<file path="src/hdl/ppad_mul.sv">
module ppad_mul (
  input  logic        clk_i,
  input  logic [31:0] a_i,
  input  logic [31:0] b_i,
  output logic [63:0] p_o
);
  logic [63:0] p_q;

  // registered 32x32 product
  always_ff @(posedge clk_i) begin
    p_q <= {32'd0, a_i} * {32'd0, b_i};
  end

  assign p_o = p_q;
endmodule

</file>
<file path="config.mk">
export PLATFORM = sky130hd
export DESIGN_NAME = ppad_mul
export DESIGN_NICKNAME = d
export VERILOG_FILES = /design/src/hdl/ppad_mul.sv
export SDC_FILE = /design/constraint.sdc
export NUM_CORES = 2
export LEC_CHECK = 0
export BUFFER_PORTS_ARGS = -buffer_cell sky130_fd_sc_hd__buf_2
export CORE_MARGIN = 4
export CORE_UTILIZATION = 50
export CTS_BUF_LIST = sky130_fd_sc_hd__clkbuf_16
export DETAILED_ROUTE_END_ITERATION = 16
export PLACE_DENSITY = 0.79
export SLEW_MARGIN = 40
export SYNTH_ARGS = -nofsm -noshare
export SYNTH_HDL_FRONTEND = slang
export SYNTH_SLANG_ARGS = --single-unit
export TNS_END_PERCENT = 30
</file>
<file path="constraint.sdc">
create_clock -name clk_i -period 10.3 [get_ports clk_i]
set_input_delay 2.06 -clock clk_i [delete_from_list [all_inputs] [get_ports clk_i]]
set_output_delay 2.06 -clock clk_i [all_outputs]
set_load 0.01 [all_outputs]
</file>
==> run_results.csv <==
group,metric,value,unit
synth,ys_async_sr_fraction,0,%
clocking,h-tree-depth,3,
grt,grt_pass1_vias,27900,
grt,grt_max_degree,33,
grt,grt_usage,24.7,%
critical_path,cpMaxStageDelayCell,"fa_1",
clocking,tritoncts,"yes",
synth,syn_area,34700,sq um
synth,avgSynthCellArea,9.25,sq um
sta,maxSlewViolCount,0,
clocking,clk_pin_slew,0.06,ns
clocking,cts_resized,0,
floorplan,core_area,68700,sq um
placed_design,gp_congestion,0.908,
synth,ys_warn_count,0,
sta,max_freq,104,MHz
clocking,cts.root.buffer_cell,"clkbuf_16",
critical_path,startpoint_type,"input port",
synth,synth_area_leaders,"fa_1, and2_1, ha_1, inv_1, nand2_1",
sta,rsz0062_at_grt,"false",
detailed_routing,drtAntennaViolNets,0,
outcome,status,"finished, final reports clean",
final_layout,nets,4917,
critical_path,crit_top_cell,"fa_1",
grt,grt_antenna_before_repair,6,
critical_path,path_buf_inv,6,
final_layout,final_layout_size_suffix_gt1_share,5.03,%
floorplan,num_rows,96,
clocking,holdBufCountCts,0,
sta,timing.final.crit_period,9.63,ns
synth,yosysTopAreaCellShare,51.7,%
placed_design,dpl.cell_count,4613,
synth,yosysTopAreaCell,"fa_1",
synth,synth.distinct_cells,57,
floorplan,die_w,271,um
clocking,cts_made_buffers,9,
floorplan,die_area,73600,sq um
critical_path,crit_type,"input port to register",
floorplan,initial_core_util,50.5,%
grt,grt_remaining_overflow,0,
sta,fin_crit_sh,93.5,%
critical_path,critPathMaxStageDelay,0.59,ns
final_layout,largest_reg_flops,64,
clocking,cts.sinks,64,
final_layout,fin_cells,4633,
final_layout,final_common_cell,"fa_1",
critical_path,crit_chain,"buf_2, nand2_1, fa_1, inv_1, fa_1, inv_1, fa_1, inv_1, fa_1, fa_1, fa_1, fa_1, inv_1, fa_1, inv_1, ha_1, nand4_1, or4_1, or3_1, a31oi_1, a31o_2, a211oi_1, o21ai_1, xor2_1",
run,cap_violations,0,
critical_path,critPathArrivalTime,9.89,ns
sta,tns,0,ns
sta,hold_slack,2.38,ns
synth,syn-num-nets,4972,
critical_path,crit_fanout,32,
floorplan,pin_count,129,
clocking,cts_buffer_depth,2,
final_layout,syn_to_final_growth,4.32,%
critical_path,cp-end-kind,"register",
detailed_routing,via_count,25400,
synth,synth-edff-count,0,
clocking,post_cts_buffers,0,
synth,ys.flop_type,"dfxtp_1",
sta,finalHoldViolCount,0,
detailed_routing,drc_errors,0,
detailed_routing,wirelength,88500,um
critical_path,required,10.57,ns
synth,postSynthCellCount,3748,
sta,final-setup-viol-count,0,
critical_path,cpLargestDelayFamily,"adder cells",
final_layout,fill_cells,6142,
sta,slew-limit-headroom,45.9,%
final_layout,mostFrequentLayoutCells,"fa_1, inv_1, and2_1",
synth,synth_sequential_area_ratio,3.69,%
grt,grt_pass1_wl,144000,um
floorplan,die_y,271,um
sta,worst_pin_slew,0.811,ns
placed_design,detailed_place_hpwl,74000,um
detailed_routing,via_per_inst,5.49,
detailed_routing,routedWlPerCell,19.1,um
detailed_routing,drt_iter0_markers,1718,
synth,ys_seq_elements,64,
min_path,min_path_type,"input port to register",
detailed_routing,firstDrtPassIters,6,
placed_design,portBuffers,128,
[cells by family after synthesis]
group | Yosys count | share of synthesized area (%)
AND/OR/NAND/NOR | 1177 | 17.6
buffers and inverters | 1085 | 11.8
multiplexers | 1 | 0.0289
adder cells (fa/ha/maj) | 1159 | 61.2
AO/OA/AOI/OAI | 202 | 4.15
flip-flops | 64 | 3.69
XOR/XNOR | 60 | 1.52
[synth_stat cells, types with 3 or more instances]
cell / number
fa_1: 896
inv_1: 865
and2_1: 602
nand2_1: 480
ha_1: 263
clkbuf_1: 213
dfxtp_1: 64
a21oi_1: 63
a21o_1: 40
xnor2_1: 35
xor2_1: 25
nand4_1: 23
o21ai_0: 21
nor2_1: 20
and3_1: 14
a31oi_1: 12
nand3_1: 10
o21bai_1: 10
o21a_1: 9
nor3_1: 7
buf_2: 6
o21ai_1: 5
a221o_1: 4
a211oi_1: 3
a21boi_1: 3
a21oi_2: 3
a221oi_4: 3
and4_1: 3
o221ai_1: 3
o31ai_4: 3
or2_2: 3
or3_1: 3
or4_1: 3
[layout make-up]
type / count / area, sq um / area share (%)
Antenna cell: 4 / 10.0 / 0.0277
Clock buffer: 9 / 225 / 0.623
Clock inverter: 7 / 96.3 / 0.266
Inverter: 865 / 3250 / 8.98
Multi-Input combinational cell: 2599 / 29300 / 81.0
Sequential cell: 64 / 1280 / 3.54
Tap cell: 931 / 1160 / 3.22
Timing Repair Buffer: 154 / 836 / 2.31
[layer usage]
layer / vias to the layer above / track usage (%) / share of wire [%]
li1: 10700 / - / -
met1: 13200 / 28.1 / 34
met2: 1168 / 43.9 / 52
met3: 354 / 3.60 / 6.7
met4: 4 / 15.1 / 7.5
met5: - / 0 / 0.023
[path summary, 6_finish.rpt]
| check | start | end | slack, ns | cells after the start |
|---|---|---|---|---|
| max | b_i[9] | p_o[62]$_DFF_P_ | 0.67 | 24 |
| min | a_i[0] | p_o[0]$_DFF_P_ | 2.38 | 3 |
[through the flow]
step | worst slack [ns] | cell area, sq um | util, %
after global placement | 0.624 | 35800 | 52.2
after global routing | 0.372 | 36200 | 52.6
after CTS | 0.830 | 36200 | 52.6
final | 0.674 | 36200 | 52.7
after detailed placement | 0.475 | 35800 | 52.2
after floorplan | 1.49 | 34700 | -
Power is not shown: default switching activity piles up to over one toggle a cycle in this logic, so the estimate is an artifact.
