## config.mk

```make
export PLATFORM = sky130hd
export DESIGN_NAME = ppad_sqrt
export DESIGN_NICKNAME = d
export VERILOG_FILES = /design/src/hdl/ppad_sqrt.sv
export SDC_FILE = /design/constraint.sdc
export NUM_CORES = 1
export LEC_CHECK = 0
export BUFFER_PORTS_ARGS = -buffer_cell sky130_fd_sc_hd__buf_4
export CELL_PAD_IN_SITES_DETAIL_PLACEMENT = 1
export CELL_PAD_IN_SITES_GLOBAL_PLACEMENT = 1
export CORE_ASPECT_RATIO = 1.1
export CORE_MARGIN = 2
export CORE_UTILIZATION = 46
export CTS_BUF_LIST = sky130_fd_sc_hd__clkbuf_4 sky130_fd_sc_hd__clkbuf_8
export CTS_CLUSTER_DIAMETER = 100
export DETAILED_ROUTE_END_ITERATION = 8
export GPL_ROUTABILITY_DRIVEN = 0
export PLACE_DENSITY = 0.78
export SYNTH_ARGS = -nofsm -noshare
export SYNTH_HDL_FRONTEND = slang
export SYNTH_SLANG_ARGS = --single-unit
```

## constraint.sdc

```tcl
create_clock -name clk_i -period 2.9 [get_ports clk_i]
set_clock_uncertainty 0.05 [all_clocks]
set_input_delay 0.29 -clock clk_i [delete_from_list [all_inputs] [get_ports clk_i]]
set_output_delay 0.29 -clock clk_i [all_outputs]
set_load 0.01 [all_outputs]
```

## src/hdl/ppad_sqrt.sv

```systemverilog
module ppad_sqrt (
  input  logic        clk_i,
  input  logic        rst_ni,
  input  logic        start_i,
  input  logic [65:0] radicand_i,
  output logic        done_o,
  output logic [32:0] root_o
);
  logic [65:0] val_q;
  logic [35:0] rem_q, rem_sh, test;
  logic [32:0] root_q;
  logic [5:0]  cnt_q;
  logic        run_q, done_q, ge;

  // one radicand bit pair per cycle
  assign rem_sh = {rem_q[33:0], val_q[65:64]};
  assign test   = {1'b0, root_q, 2'b01};
  assign ge     = rem_sh >= test;

  always_ff @(posedge clk_i or negedge rst_ni) begin
    if (!rst_ni) begin
      run_q  <= 1'b0;
      done_q <= 1'b0;
      cnt_q  <= 6'd0;
    end else begin
      done_q <= 1'b0;
      if (start_i) begin
        run_q <= 1'b1;
        cnt_q <= 6'd32;
      end else if (run_q) begin
        if (cnt_q == 6'd0) begin
          run_q  <= 1'b0;
          done_q <= 1'b1;
        end else begin
          cnt_q <= cnt_q - 6'd1;
        end
      end
    end
  end

  always_ff @(posedge clk_i) begin
    if (start_i) begin
      val_q  <= radicand_i;
      rem_q  <= 36'd0;
      root_q <= 33'd0;
    end else if (run_q) begin
      val_q  <= {val_q[63:0], 2'b00};
      rem_q  <= ge ? (rem_sh - test) : rem_sh;
      root_q <= {root_q[31:0], ge};
    end
  end

  assign done_o = done_q;
  assign root_o = root_q;
endmodule

```

==> flow_metrics.py <==
metrics = {
    "layout": {
        "commonest_cells_after_routing_fill_and_taps_aside": "133 x sky130_fd_sc_hd__buf_4, 67 x sky130_fd_sc_hd__nor2_1, 66 x sky130_fd_sc_hd__edfxtp_1, 64 x sky130_fd_sc_hd__mux2_2, 62 x sky130_fd_sc_hd__dfxtp_1",
        "layout.core_utilization_pct": 57.8,
        "fraction_of_final_layout_cells_sized_beyond_drive_strength_1_pct": 32.7,
        "multi_input_comb_area_um2": 3960,
        "finalNonFillerCells": 1056,
        "finish.instance_area_um2": 9380,
        "layout_commonest_cell": "sky130_fd_sc_hd__buf_4",
        "num-fill-cells": 1695,
        "layout-area-overhead-vs-synth_pct": 23.3,
        "register_area_um2": 3530,
        "n_antenna_cell": 0,
        "final_net_count": 945,
    },
    "floorplanning": {
        "chipHeight_um": 139,
        "initial_core_util_pct": 46.8,
        "core-area_um2": 16200,
        "num_io_pins": 103,
        "total_die_area_um2": 17600,
        "dieWidth_um": 127,
        "num_rows": 49,
    },
    "pwr": {
        "pwr-share-seq_pct": 29.3,
        "switchingPower_mw": 3.91,
        "vdd_ir_drop_max_mv": 0.479,
        "clockPowerShare_pct": 15.9,
        "switching_share_pct": 40.5,
        "power_density_nw_per_um2": 1030,
        "cellInternalPower_mw": 5.74,
        "comb_power_share_pct": 54.8,
        "p_leak_nw": 4.09,
    },
    "route": {
        "final_routed_wirelength_across_all_metal_layers_mm": 19.2,
        "dr_total_vias": 5816,
        "routedWlPerCell_um": 18.2,
        "drt-pass1-iter-count": 4,
        "drtIter0Drc": 269,
        "drt-vias-per-instance": 5.51,
        "post-route-drc-count": 0,
        "route.antenna.remaining_nets": 0,
    },
    "worst_setup_path": {
        "critical_path_arrival_ps": 3110,
        "start_kind": "flop",
        "critical_path_peak_fanout": 8,
        "timing.critical_path.required_ps": 3230,
        "r2r_setup_slack_ps": 110,
        "critPathCaptureType": "flop",
        "timing_worst_setup_path_type": "flop to flop",
    },
    "grt": {
        "first_global_vias": 6343,
        "grt_max_degree": 67,
        "global_route.usage.total_pct": 22.0,
        "antenna_found_initial": 0,
        "grt_remaining_overflow": 0,
        "first_pass_grt_wire_length_mm": 31.1,
    },
    "clock_tree": {
        "cts_buffer_depth": 2,
        "cts_tree": "built",
        "clk_pin_slew_worst_paths_ps": 90,
        "clk-insertion-delay-late_ps": 470,
        "cts-buffers-inserted": 17,
        "clock-root-buffer": "sky130_fd_sc_hd__clkbuf_8",
        "cts.sink_count": 141,
        "htree_levels": 4,
    },
    "sta": {
        "fmax_mhz": 359,
        "final.setup.tns_ps": 0,
        "final_hold_slack_ps": 68.3,
        "finalCritPeriodShare_pct": 96.1,
        "timing_hold_violations_final": 0,
        "slew_headroom_pct": 60.0,
        "timing.final.setup_violations": 0,
        "period_minus_slack_ps": 2790,
        "maxSlewViolCount": 0,
        "worst_pin_slew_ps": 600,
    },
    "hold_path": {
        "worstHoldPathType": "primary input to flop",
    },
    "synthesis": {
        "post_synth_fa_ha_maj_area_fraction_pct": 6.08,
        "yosys.area_share.xor_xnor_pct": 4.26,
        "yosys-mux-area-fraction_pct": 16.7,
        "synth_area_per_cell_um2": 10.7,
        "yosys_most_used_dff": "sky130_fd_sc_hd__dfxtp_1",
        "synth-edff-count": 66,
        "seq_area_frac_synth_pct": 46.3,
        "synthesis.nets": 819,
        "total_of_flip_flops_plus_latches_after_synthesis": 141,
        "mappedNetlistArea_um2": 7610,
        "synth_top_family_by_area": "multiplexers",
        "syn-instance-count": 713,
        "synth.yosys.warnings": 0,
        "synthesized_area_fraction_occupied_by_ao_oa_aoi_and_oai_cells_pct": 12.7,
        "postSynth.asyncResetShare_pct": 5.67,
        "post_synthesis_cell_type_count": 62,
        "synth-simple-area-share_pct": 10.0,
    },
    "place": {
        "post-dp-hpwl_mm": 13.5,
        "post-place-cells": 1021,
        "post_dp_cell_area_um2": 8810,
        "port_buffers": 102,
    },
    "run_status": {
        "status": "completed",
    },
    "flow_run": {
        "maxCapViolCount": 0,
    },
}
[sequential cells by signal, summed over array words and instances (netlist names)]
name	cells
cnt_q	6
val_q	66
rem_q	34
run_q	1
done_o	1
root_o	33
[timing repair]
item,CTS,global route
gates resized for setup,3,33
endpoints found under the setup margin,16,34
hold endpoints to repair,8,0
cloned,0,0
pin swaps,4,8
buffers inserted,1,1
hold buffers,1,0
[metrics by stage]
| stage | total power [mW] | worst slack (ps) |
|---|---|---|
| after floorplan | 6.29 | 94.6 |
| after global placement | 7.52 | 101 |
| after detailed placement | 7.74 | -30.8 |
| after CTS | 9.40 | 7.30 |
| after global routing | 10.3 | -3.94 |
| final | 9.66 | 112 |
[Yosys cell counts, types with 6 or more instances]
cell	count	area [um2]
sky130_fd_sc_hd__dfrtp_1	8	200
sky130_fd_sc_hd__a211oi_1	16	120
sky130_fd_sc_hd__clkbuf_1	27	101
sky130_fd_sc_hd__o21ai_1	13	65.1
sky130_fd_sc_hd__nor3_1	7	35.0
sky130_fd_sc_hd__dfxtp_1	67	1340
sky130_fd_sc_hd__xor2_1	20	175
sky130_fd_sc_hd__nor2_1	68	255
sky130_fd_sc_hd__a21oi_1	30	150
sky130_fd_sc_hd__mux2_2	64	721
sky130_fd_sc_hd__o21ai_0	14	70.1
sky130_fd_sc_hd__mux2i_1	55	551
sky130_fd_sc_hd__edfxtp_1	66	1980
sky130_fd_sc_hd__a21o_1	14	105
sky130_fd_sc_hd__inv_1	43	161
sky130_fd_sc_hd__xnor2_1	17	149
sky130_fd_sc_hd__o21bai_1	6	45.0
sky130_fd_sc_hd__nand2_1	52	195
sky130_fd_sc_hd__ha_1	37	463
sky130_fd_sc_hd__nand3_1	13	65.1
[critical path, stage by stage (launching register included)]
cell	delay, ps
sky130_fd_sc_hd__dfxtp_2	340
sky130_fd_sc_hd__inv_1	70
sky130_fd_sc_hd__ha_4	250
sky130_fd_sc_hd__and2_4	170
sky130_fd_sc_hd__a221o_1	350
sky130_fd_sc_hd__o21bai_4	200
sky130_fd_sc_hd__nor3_4	280
sky130_fd_sc_hd__a21oi_2	110
sky130_fd_sc_hd__o21ai_4	240
sky130_fd_sc_hd__nand2_8	110
sky130_fd_sc_hd__buf_12	170
sky130_fd_sc_hd__mux2i_1	120
sky130_fd_sc_hd__a211oi_1	240
[path summary, 6_finish.rpt]
check,from,end,depth (start not counted)
min reg2reg,rem_q[3],rem_q[3],2
max,root_o[13],rem_q[20],12
min,radicand_i[1],val_q[1],2
max in group asynchronous,rst_ni,run_q,2
min in group asynchronous,rst_ni,done_o,2
max reg2reg,root_o[13],rem_q[20],12
[power groups by stage]
stage               logic, mW  registers, mW  clock network (mW)
floorplan                3.54           2.75                   0
global placement         4.69           2.83                   0
detailed placement       4.89           2.85                   0
CTS                      5.00           2.82                1.58
global route             5.73           2.88                1.66
finish                   5.29           2.83                1.54
[layout make-up]
cell class / instances / share of cell area, %
clock buffer: 17 / 2.49
clock inverter: 15 / 1.44
inverter: 43 / 1.72
multi-input combinational: 497 / 42.2
sequential: 141 / 37.6
tap: 204 / 2.72
timing repair buffer: 139 / 11.8
[cell families after synthesis]
family                     after synthesis
DFF                                    141
AOI/OAI and AO/OA                      136
buffers and inverters                   75
adders and majority gates               37
xor gates and xnor gates                37
and+or+nand+nor                        168
muxes                                  119
[per-layer routing]
| layer | track usage (%) | up-vias | wire length [um] |
|---|---|---|---|
| met5 | 0 | - | 0 |
| met4 | 7.87 | 0 | 299 |
| met3 | 6.02 | 26 | 893 |
| met2 | 38.4 | 112 | 10100 |
| met1 | 25.8 | 2873 | 7920 |
| li1 | - | 2805 | - |
Power figures use the tool's default switching activity.
