===== config.mk =====
export PLATFORM = sky130hd
export DESIGN_NAME = ppad_div
export DESIGN_NICKNAME = d
export VERILOG_FILES = /design/src/hdl/ppad_div.sv
export SDC_FILE = /design/constraint.sdc
export NUM_CORES = 1
export LEC_CHECK = 0
export CAP_MARGIN = 20
export CORE_MARGIN = 1.5
export CORE_UTILIZATION = 25
export DETAILED_ROUTE_END_ITERATION = 7
export DONT_BUFFER_PORTS = 1
export PLACE_DENSITY_LB_ADDON = 0.2
export SYNTH_ARGS = -nofsm -noshare
export SYNTH_HDL_FRONTEND = slang
export SYNTH_SLANG_ARGS = --single-unit

===== constraint.sdc =====
create_clock -name clk_i -period 9.5 [get_ports clk_i]
set_input_delay 0.95 -clock clk_i [delete_from_list [all_inputs] [get_ports clk_i]]
set_output_delay 0.95 -clock clk_i [all_outputs]
set_load 0.05 [all_outputs]

===== src/hdl/ppad_div.sv =====
module ppad_div (
  input  logic        clk_i,
  input  logic        rst_ni,
  input  logic        start_i,
  input  logic [31:0] num_i,
  input  logic [32:0] den_i,
  output logic        done_o,
  output logic [32:0] quo_o
);
  logic [33:0] rem_q, diff, rem_sel;
  logic [32:0] den_q, q_q;
  logic [5:0]  cnt_q;
  logic        run_q, done_q, ge;

  // restoring division of num * 2^32 by den, one quotient bit per cycle
  assign diff    = rem_q - {1'b0, den_q};
  assign ge      = rem_q >= {1'b0, den_q};
  assign rem_sel = ge ? diff : rem_q;

  always_ff @(posedge clk_i or negedge rst_ni) begin
    if (!rst_ni) begin
      run_q  <= 1'b0;
      done_q <= 1'b0;
      cnt_q  <= 6'd0;
    end else begin
      done_q <= 1'b0;
      if (start_i) begin
        run_q <= 1'b1;
        cnt_q <= 6'd32;
      end else if (run_q) begin
        if (cnt_q == 6'd0) begin
          run_q  <= 1'b0;
          done_q <= 1'b1;
        end else begin
          cnt_q <= cnt_q - 6'd1;
        end
      end
    end
  end

  always_ff @(posedge clk_i) begin
    if (start_i) begin
      rem_q <= {2'b00, num_i};
      den_q <= den_i;
      q_q   <= 33'd0;
    end else if (run_q) begin
      rem_q <= {rem_sel[32:0], 1'b0};
      q_q   <= {q_q[31:0], ge};
    end
  end

  assign done_o = done_q;
  assign quo_o  = q_q;
endmodule

==> out/metrics.cfg, run 1 <==
[power]
power.density_mw_per_mm2=322
power_frac_clock_pct=17.9
total_leakage_power_nw=2.89
internal_power_mw=1.26
finalPower_mw=2.21
p_comb_share_pct=49.9
netSwitchingFraction_pct=43.0
p_sw_mw=0.949
power_frac_seq_pct=32.1
ir_drop_v=0.0000972

[sta]
fin_crit_ns=3.74
final.setup.tns_ns=0
rsz0062_at_grt=no
period_share_pct=39.4
report.final.hold_viol_count=0
relSlewSlack_pct=30.2
tightest_slew_ns=1.05
clock.fmax_ghz=0.267
clock-skew-final_ns=0.00957
slew_violations=0
setup_viol=0

[grt]
grt_max_degree=94
overflow=0
grt_pass1_vias=4618
antenna_found_initial=3
track_usage_pct=12.4
grt_pass1_wl_um=25500

[cts]
cts_sinks=108
cts_tree=built
cts_buffer_depth=2
clockRootBuffer=clkbuf_16
clk_latency_ns=0.36
clk_pin_slew_ns=0.08
cts_hold_buf=0
cts_htree_levels=3
cts_setup_buffers=0
ctsResizeCount=0
cts_made_buffers=9

[logic_synthesis]
netlist.area_leader.share_pct=31.1
synth_common_cells=nor2_1, edfxtp_1, nand2_1
ys.flop_type=edfxtp_1
post_synth_inst_count=657
netlist_area_mm2=0.00628
avgSynthCellArea_um2=9.55
yosysTopAreaCell=edfxtp_1
synthArstFlopShare_pct=7.41
synthTopCellsByArea=edfxtp_1, dfxtp_1, ha_1
yosysMostFrequentCell=nor2_1
ys.warnings.count=0
synth.distinct_cells=63
yosysSeqAreaShare_pct=45.4
synthesis.nets=761
synth_edf_count=65
ys_ff_latch=108

[die]
core_mm2=0.0245
start_util_pct=25.7
fp.dieW_um=161
row_count=57
die-height_um=161
dieArea_mm2=0.0261
num_io_pins=102

[run]
drv_cap=0

[detailed_routing]
dr_total_vias=4638
dr.pass1.iters=6
final_antenna_net_count=0
drtIter0Drc=247
wire_per_inst_um=16.7
vias_per_cell=4.81
drt_wl_total_um=16100
drc=0

[placement]
place_hpwl_um=11500
gp_congestion=0.869
port_buffers=0

[critical_path]
critPathArrivalTime_ns=3.86
endpoint_kind=flip-flop
path_max_fanout=28
critical_path_required_ns=9.61
crit_path_start_kind=flip-flop
path_class=flip-flop to flip-flop

[hold_path]
holdCritPathClass=input pin to asynchronous set/reset pin

[finish]
drive_gt1_share_pct=5.32
fin_nets=738
areaGrowthSynthToFinish_pct=8.93

[outcome]
status=finished clean

[logic make-up after synthesis]
group / Yosys count / share of synthesized area (%)
DFF: 108 / 45.4
AOI/OAI and AO/OA: 150 / 16.3
muxes: 35 / 5.60
and+or+nand+nor: 217 / 15.6
adders and majority gates: 36 / 7.30
xor gates and xnor gates: 31 / 4.33
buffers and inverters: 80 / 5.44
[flip-flops by register name, summed over array words and instances, names as in the netlist]
register	flops
quo_o	33
cnt_q	6
rem_q	34
den_q	33
done_o	1
run_q	1
[final cells by class]
| cell class | count | area [um^2] |
|---|---|---|
| antenna | 2 | 5.00 |
| clock buffer | 9 | 225 |
| clock inverter | 7 | 88.8 |
| fill | 2579 | 17600 |
| inverter | 45 | 169 |
| multi-input combinational | 469 | 3080 |
| sequential | 108 | 2850 |
| tap | 324 | 405 |
| timing repair buffer | 1 | 7.51 |
[power groups by stage]
stage	combinational [mW]	clock, mW	sequential [mW]
finish	1.10	0.395	0.709
global route	1.23	0.427	0.724
CTS	1.10	0.413	0.710
detailed placement	1.10	0	0.718
global placement	1.09	0	0.717
floorplan	0.924	0	0.682
[cell usage in the layout (no fill, tap or decap), drive strengths merged, types with 4 or more instances in the layout]
master / Yosys / layout
and3: 5 / 5
inv: 44 / 47
and2: 4 / 4
nand4: 9 / 9
or2: 4 / 4
a211oi: 7 / 7
dfrtp: 8 / 8
clkbuf: 21 / 9
o21a: 5 / 5
a21o: 16 / 16
nor3: 8 / 8
xor2: 7 / 7
o21bai: 4 / 4
a221o: 4 / 4
nand3: 20 / 20
nand2: 64 / 64
ha: 35 / 35
o21ai: 24 / 24
edfxtp: 65 / 65
nor3b: 4 / 4
nor2: 84 / 84
clkinv: 1 / 5
a311oi: 5 / 5
a21oi: 40 / 40
a31oi: 21 / 21
dfxtp: 35 / 35
nor4: 4 / 4
xnor2: 24 / 24
mux2i: 34 / 34
[stage by stage]
stage	util, %	worst slack (ns)	area [um^2]	cells	hold slack (ns)
after CTS	27.9	5.78	6830	963	0.255
after global placement	26.6	5.87	6520	947	0.511
after global routing	27.9	5.53	6840	964	0.255
after floorplan	-	6.35	6280	657	0.489
final	28.0	5.76	6840	965	0.277
after detailed placement	26.6	5.78	6520	947	0.524
[worst paths after layout]
check / from / to / slack, ns / cells after the start
max: rem_q[0] / rem_q[30] / 5.76 / 12
min reg2reg: cnt_q[5] / cnt_q[5] / 0.54 / 2
min: rst_ni / run_q / 0.28 / 0
max in group asynchronous: rst_ni / cnt_q[2] / 9.15 / 0
min in group clk_i: cnt_q[5] / cnt_q[5] / 0.54 / 2
max reg2reg: rem_q[0] / rem_q[30] / 5.76 / 12
[routing by layer]
| layer | GRT usage [%] | wire length (um) |
|---|---|---|
| met1 | 16.9 | 7890 |
| met2 | 19.1 | 7210 |
| met3 | 3.80 | 894 |
| met4 | 3.07 | 126 |
| met5 | 0 | 13 |
[worst max-delay path: stages (launching register included)]
cell and delay, ns:
edfxtp_1 0.40, inv_1 0.07, ha_1 0.16, inv_1 0.05, fa_1 0.43, a211oi_2 0.33, o21ai_1 0.14, a311oi_1 0.42
nand2_1 0.16, a311o_1 0.46, nand2_4 0.38, nor2_1 0.16, a221o_1 0.34
(Power assumes the default switching activity.)
==> run 2, diff against run 1 <==
==> constraint.sdc (replaced) <==
create_clock -name clk_i -period 3.2 [get_ports clk_i]
set_input_delay 0.32 -clock clk_i [delete_from_list [all_inputs] [get_ports clk_i]]
set_output_delay 0.32 -clock clk_i [all_outputs]
set_load 0.05 [all_outputs]
==> out/metrics.cfg, run 2 (synthesized netlist as in run 1, its figures left out) <==
[detailed_routing]
drt_wl_total_um=17400  ; was 16100 um
dr_total_vias=4782  ; was 4638
dr.pass1.iters=5  ; was 6
drtIter0Drc=306  ; was 247
wire_per_inst_um=17.4  ; was 16.7 um
final_antenna_net_count=0  ; unchanged
drc=0  ; unchanged
vias_per_cell=4.79  ; was 4.81

[finish]
top_register=rem_q  ; unchanged
postLayoutCoreUtil_pct=29.5  ; was 28.0%
fin_nets=773  ; was 738
final_cell_mix=nor2_1, edfxtp_1, nand2_1, inv_1, a21oi_1  ; unchanged
largest_reg_flops=34  ; unchanged
fin_cells=999  ; was 965
areaGrowthSynthToFinish_pct=14.8  ; was 8.93%
layout_commonest_cell=nor2_1  ; unchanged
drive_gt1_share_pct=12.2  ; was 5.32%

[die]
num_io_pins=102  ; unchanged
core_mm2=0.0245  ; unchanged
die-height_um=161  ; unchanged
fp.dieW_um=161  ; unchanged
start_util_pct=25.7  ; unchanged
row_count=57  ; unchanged
dieArea_mm2=0.0261  ; unchanged

[critical_path]
crit_family=compound AO/OA/AOI/OAI gates  ; unchanged
path_cells=ha_1 -> o21ai_0 -> o21ai_1 -> a311oi_1 -> buf_4 -> nand2_4 -> a311o_2 -> nand2_4 -> buf_12 -> mux2i_4 -> o21ai_1  ; was inv_1 -> ha_1 -> inv_1 -> fa_1 -> a211oi_2 -> o21ai_1 -> a311oi_1 -> nand2_1 -> a311o_1 -> nand2_4 -> nor2_1 -> a221o_1
crit_path_start_kind=flip-flop  ; unchanged
crit_slowest_cell=a311o_2  ; was a311o_1
path_max_fanout=8  ; was 28
rrSetupSlack_ns=0.04  ; was 5.76 ns
max_stage_delay_ns=0.47  ; was 0.46 ns
critical_path_required_ns=3.33  ; was 9.61 ns
endpoint_kind=flip-flop  ; unchanged
cp_num_buf_inv=2  ; unchanged
path_class=flip-flop to flip-flop  ; unchanged
critPathArrivalTime_ns=3.29  ; was 3.86 ns

[grt]
overflow=0  ; unchanged
grt_max_degree=94  ; unchanged
grt_pass1_wl_um=27400  ; was 25500 um
track_usage_pct=13.5  ; was 12.4%
antenna_found_initial=1  ; was 3
grt_pass1_vias=5038  ; was 4618

[placement]
place_hpwl_um=12300  ; was 11500 um
gp_congestion=0.798  ; was 0.869
port_buffers=0  ; unchanged
place_inst=975  ; was 947

[sta]
fin_crit_ns=3.16  ; was 3.74 ns
slew_violations=0  ; unchanged
clock.fmax_ghz=0.316  ; was 0.267 GHz
clock-skew-final_ns=0.0131  ; was 0.00957 ns
period_share_pct=98.8  ; was 39.4%
rsz0062_at_grt=yes  ; was no
relSlewSlack_pct=40.2  ; was 30.2%
report.final.hold_viol_count=0  ; unchanged
setup_viol=0  ; unchanged
tightest_slew_ns=0.898  ; was 1.05 ns

[hold_path]
holdCritPathClass=input pin to flip-flop  ; was input pin to asynchronous set/reset pin

[cts]
cts_htree_levels=3  ; unchanged
cts_made_buffers=9  ; unchanged
clockRootBuffer=clkbuf_16  ; unchanged
cts_sinks=108  ; unchanged
clk_pin_slew_ns=0.09  ; was 0.08 ns
cts_buffer_depth=2  ; unchanged
clk_latency_ns=0.37  ; was 0.36 ns
cts_tree=built  ; unchanged

[power]
total_leakage_power_nw=3.08  ; was 2.89 nW
internal_power_mw=4.13  ; was 1.26 mW
ir_drop_v=0.000290  ; was 0.0000972 V
p_sw_mw=3.06  ; was 0.949 mW
power_frac_clock_pct=16.7  ; was 17.9%
power.density_mw_per_mm2=998  ; was 322 mW/mm^2
netSwitchingFraction_pct=42.6  ; was 43.0%
power_frac_seq_pct=29.0  ; was 32.1%
p_comb_share_pct=54.3  ; was 49.9%

[run]
drv_cap=0  ; unchanged

[outcome]
status=finished clean  ; unchanged

## run 2: cell count changes in the layout (fill, tap and decap cells not counted), moves of 2 or more
cell / previous run / this run
nand2_1: 63 / 58
buf_12: 0 / 2
o21ai_1: 3 / 7
buf_4: 1 / 30
o21ai_0: 20 / 16
nand2_2: 0 / 3
nand2_4: 1 / 3
## run 2: timing repair
item	in CTS	in global routing
endpoints found under the setup margin	0	33
gates resized for setup	0	25
hold buffers	1	0
hold endpoints to repair	8	0
buffers inserted	0	5
## run 2: area by class of cell
cell class / count / area [um^2]
clock buffers: 9 / 225
fillers: 2588 / 17300
well taps: 324 / 405
repair buffers: 34 / 290
inverters: 45 / 169
flip-flops and latches: 108 / 2850
clock inverters: 7 / 88.8
diodes: 1 / 2.50
multi-input cells: 471 / 3170
## run 2: power groups by stage
stage               clock network, mW  logic [mW]  registers [mW]
floorplan                           0        2.74            2.02
global placement                    0        3.68            2.10
detailed placement                  0        3.68            2.10
CTS                              1.26        3.71            2.08
global route                     1.30        4.35            2.13
finish                           1.20        3.91            2.09
## run 2: through the flow
stage / setup WS [ns] / hold slack, ns / setup TNS (ns) / instance area, um^2 / total power, mW
after floorplan: 0.0545 / 0.0244 / 0 / 6280 / 4.77
after global placement: 0.0575 / 0.0247 / 0 / 6750 / 5.78
after detailed placement: 0.00480 / 0.0247 / 0 / 6750 / 5.79
after CTS: 0.00934 / 0.0213 / 0 / 7080 / 7.05
after global routing: -0.0969 / 0.0234 / -1.98 / 7210 / 7.78
final: 0.0374 / 0.0418 / 0 / 7210 / 7.20
## run 2: worst reg2reg max path: stages, from the launching register on
cell and delay [ns]:
edfxtp_1 0.45, ha_1 0.40, o21ai_0 0.38, o21ai_1 0.13, a311oi_1 0.29, buf_4 0.18, nand2_4 0.05, a311o_2 0.47
nand2_4 0.12, buf_12 0.15, mux2i_4 0.23, o21ai_1 0.07
## run 2: per-layer routing
metal | share of wire, % | GRT usage [%] | routed length (um)
met2 | 47 | 22.0 | 8140
met5 | 0 | 0 | 0
met3 | 4.7 | 3.70 | 826
met1 | 47 | 17.5 | 8230
met4 | 1.3 | 3.70 | 227
## run 2: worst paths after layout
| kind | end | depth (start not counted) | startpoint |
|---|---|---|---|
| worst max-delay path | rem_q[2] | 11 | rem_q[3] |
| worst min-delay path | den_q[29] | 0 | den_i[29] |
| worst max register to register | rem_q[2] | 11 | rem_q[3] |
| worst min register to register | cnt_q[5] | 2 | cnt_q[5] |
| max in group asynchronous | run_q | 1 | rst_ni |
| min in group asynchronous | cnt_q[5] | 1 | rst_ni |
==> run 3, diff against run 2 <==
==> constraint.sdc (replaced) <==
create_clock -name clk_i -period 3.4 [get_ports clk_i]
set_input_delay 0.34 -clock clk_i [delete_from_list [all_inputs] [get_ports clk_i]]
set_output_delay 0.34 -clock clk_i [all_outputs]
set_load 0.05 [all_outputs]
==> out/metrics.cfg, run 3 (synthesized netlist as in run 1, its figures left out) <==
[detailed_routing]
dr_total_vias=4783  ; was 4782
drc=0  ; unchanged
drtIter0Drc=288  ; was 306
vias_per_cell=4.85  ; was 4.79
wire_per_inst_um=17.0  ; was 17.4 um
drt_wl_total_um=16700  ; was 17400 um
dr.pass1.iters=4  ; was 5
final_antenna_net_count=0  ; unchanged

[sta]
period_share_pct=93.5  ; was 98.8%
rsz0062_at_grt=no  ; was yes
setup_viol=0  ; unchanged
fin_crit_ns=3.18  ; was 3.16 ns
slew_violations=0  ; unchanged
relSlewSlack_pct=39.8  ; was 40.2%
setup_slack_ns=0.222  ; was 0.0374 ns
tightest_slew_ns=0.903  ; was 0.898 ns
report.final.hold_viol_count=0  ; unchanged
clock.fmax_ghz=0.315  ; was 0.316 GHz
hold_ws_ns=0.0621  ; was 0.0418 ns
clock-skew-final_ns=0.0107  ; was 0.0131 ns
final.setup.tns_ns=0  ; unchanged

[grt]
grt_pass1_wl_um=26800  ; was 27400 um
track_usage_pct=13.0  ; was 13.5%
grt_pass1_vias=4877  ; was 5038
grt_max_degree=94  ; unchanged
antenna_found_initial=3  ; was 1
overflow=0  ; unchanged

[hold_path]
hold_depth=0  ; unchanged
holdCritPathClass=input pin to flip-flop  ; unchanged

[critical_path]
ff2ff_path_depth=14  ; was 11
path_class=flip-flop to flip-flop  ; unchanged
cp_num_buf_inv=4  ; was 2
crit_path_start_kind=flip-flop  ; unchanged
endpoint_kind=flip-flop  ; unchanged
max_stage_delay_ns=0.47  ; about the same
critical_path_required_ns=3.52  ; was 3.33 ns
cp_common_cell=inv_1
path_cells=inv_1 -> ha_1 -> inv_1 -> fa_2 -> a211oi_2 -> o21ai_1 -> a311oi_1 -> buf_4 -> nand2_1 -> a311o_2 -> nand2_4 -> buf_12 -> mux2i_4 -> o21ai_0  ; was ha_1 -> o21ai_0 -> o21ai_1 -> a311oi_1 -> buf_4 -> nand2_4 -> a311o_2 -> nand2_4 -> buf_12 -> mux2i_4 -> o21ai_1
crit_slowest_cell=a311o_2  ; unchanged
crit_family=compound AO/OA/AOI/OAI gates  ; unchanged
path_max_fanout=9  ; was 8
path_depth=14  ; was 11
critPathArrivalTime_ns=3.30  ; was 3.29 ns

[outcome]
status=finished clean  ; unchanged

[finish]
final_cell_mix=nor2_1, edfxtp_1, nand2_1, inv_1, a21oi_1  ; unchanged
drive_gt1_share_pct=8.77  ; was 12.2%
regArea_mm2=0.00285  ; unchanged
largest_reg_flops=34  ; unchanged
postLayoutCoreUtil_pct=28.8  ; was 29.5%
multi_input_area_mm2=0.00311  ; was 0.00317 mm^2
fin_nets=760  ; was 773
layout_commonest_cell=nor2_1  ; unchanged
fin_area_mm2=0.00705  ; was 0.00721 mm^2
fill_cells=2577  ; was 2588
areaGrowthSynthToFinish_pct=12.3  ; was 14.8%
top_register=rem_q  ; unchanged

[cts]
clk_latency_ns=0.37  ; about the same
clockRootBuffer=clkbuf_16  ; unchanged
cts_htree_levels=3  ; unchanged
cts_made_buffers=9  ; unchanged
cts_buffer_depth=2  ; unchanged
clk_pin_slew_ns=0.09  ; about the same
cts_tree=built  ; unchanged
cts_sinks=108  ; unchanged

[power]
ir_drop_v=0.000305  ; was 0.000290 V
power.density_mw_per_mm2=928  ; was 998 mW/mm^2
total_leakage_power_nw=3.00  ; was 3.08 nW

[die]
fp.dieW_um=161  ; unchanged
num_io_pins=102  ; unchanged
core_mm2=0.0245  ; unchanged
start_util_pct=25.7  ; unchanged
row_count=57  ; unchanged
dieArea_mm2=0.0261  ; unchanged
die-height_um=161  ; unchanged

[placement]
dp_slack_ns=0.158  ; was 0.00480 ns
place_hpwl_um=12000  ; was 12300 um
port_buffers=0  ; unchanged
place_area_mm2=0.00666  ; was 0.00675 mm^2
gp_congestion=0.866  ; was 0.798

[run]
drv_cap=0  ; unchanged

## run 3: metal layers
metal | routed length, um | up-vias | share of wire, % | GRT usage (%)
met5 | 27 | - | 0.16 | 0
met2 | 7500 | 101 | 45 | 20.2
met3 | 827 | 13 | 4.9 | 3.44
met4 | 132 | 4 | 0.79 | 2.82
li1 | - | 2353 | - | -
met1 | 8240 | 2312 | 49 | 18.0
## run 3: through the flow
stage | cells | power, mW
finish | 986 | 6.54
global route | 985 | 7.06
CTS | 981 | 6.45
detailed placement | 964 | 5.29
global placement | 964 | 5.28
floorplan | 657 | 4.49
## run 3: power by group
part           internal [mW]  switching (mW)  total [mW]
Sequential              1.73           0.222        1.95
Combinational           1.50            1.96        3.46
Clock                  0.535           0.593        1.13
## run 3: layout make-up
| class | count | share of cell area (%) |
|---|---|---|
| flip-flops and latches | 108 | 40.5 |
| repair buffers | 22 | 2.73 |
| well taps | 324 | 5.75 |
| diodes | 1 | 0.0355 |
| clock inverters | 7 | 1.30 |
| multi-input cells | 470 | 44.1 |
| clock buffers | 9 | 3.20 |
| inverters | 45 | 2.40 |
## run 3: worst paths after layout
check / to / startpoint / slack [ns]
worst min-delay path: den_q[22] / den_i[22] / 0.06
worst min register to register: cnt_q[5] / cnt_q[5] / 0.55
worst max-delay path: rem_q[2] / rem_q[0] / 0.22
min in group asynchronous: cnt_q[1] / rst_ni / 0.32
worst max register to register: rem_q[2] / rem_q[0] / 0.22
max in group asynchronous: run_q / rst_ni / 2.79
## run 3: what timing repair did
item	CTS	global route
buffers inserted	0	3
hold endpoints to repair	8	0
hold buffers	1	0
resized for setup	0	6
endpoints found under the setup margin	0	12
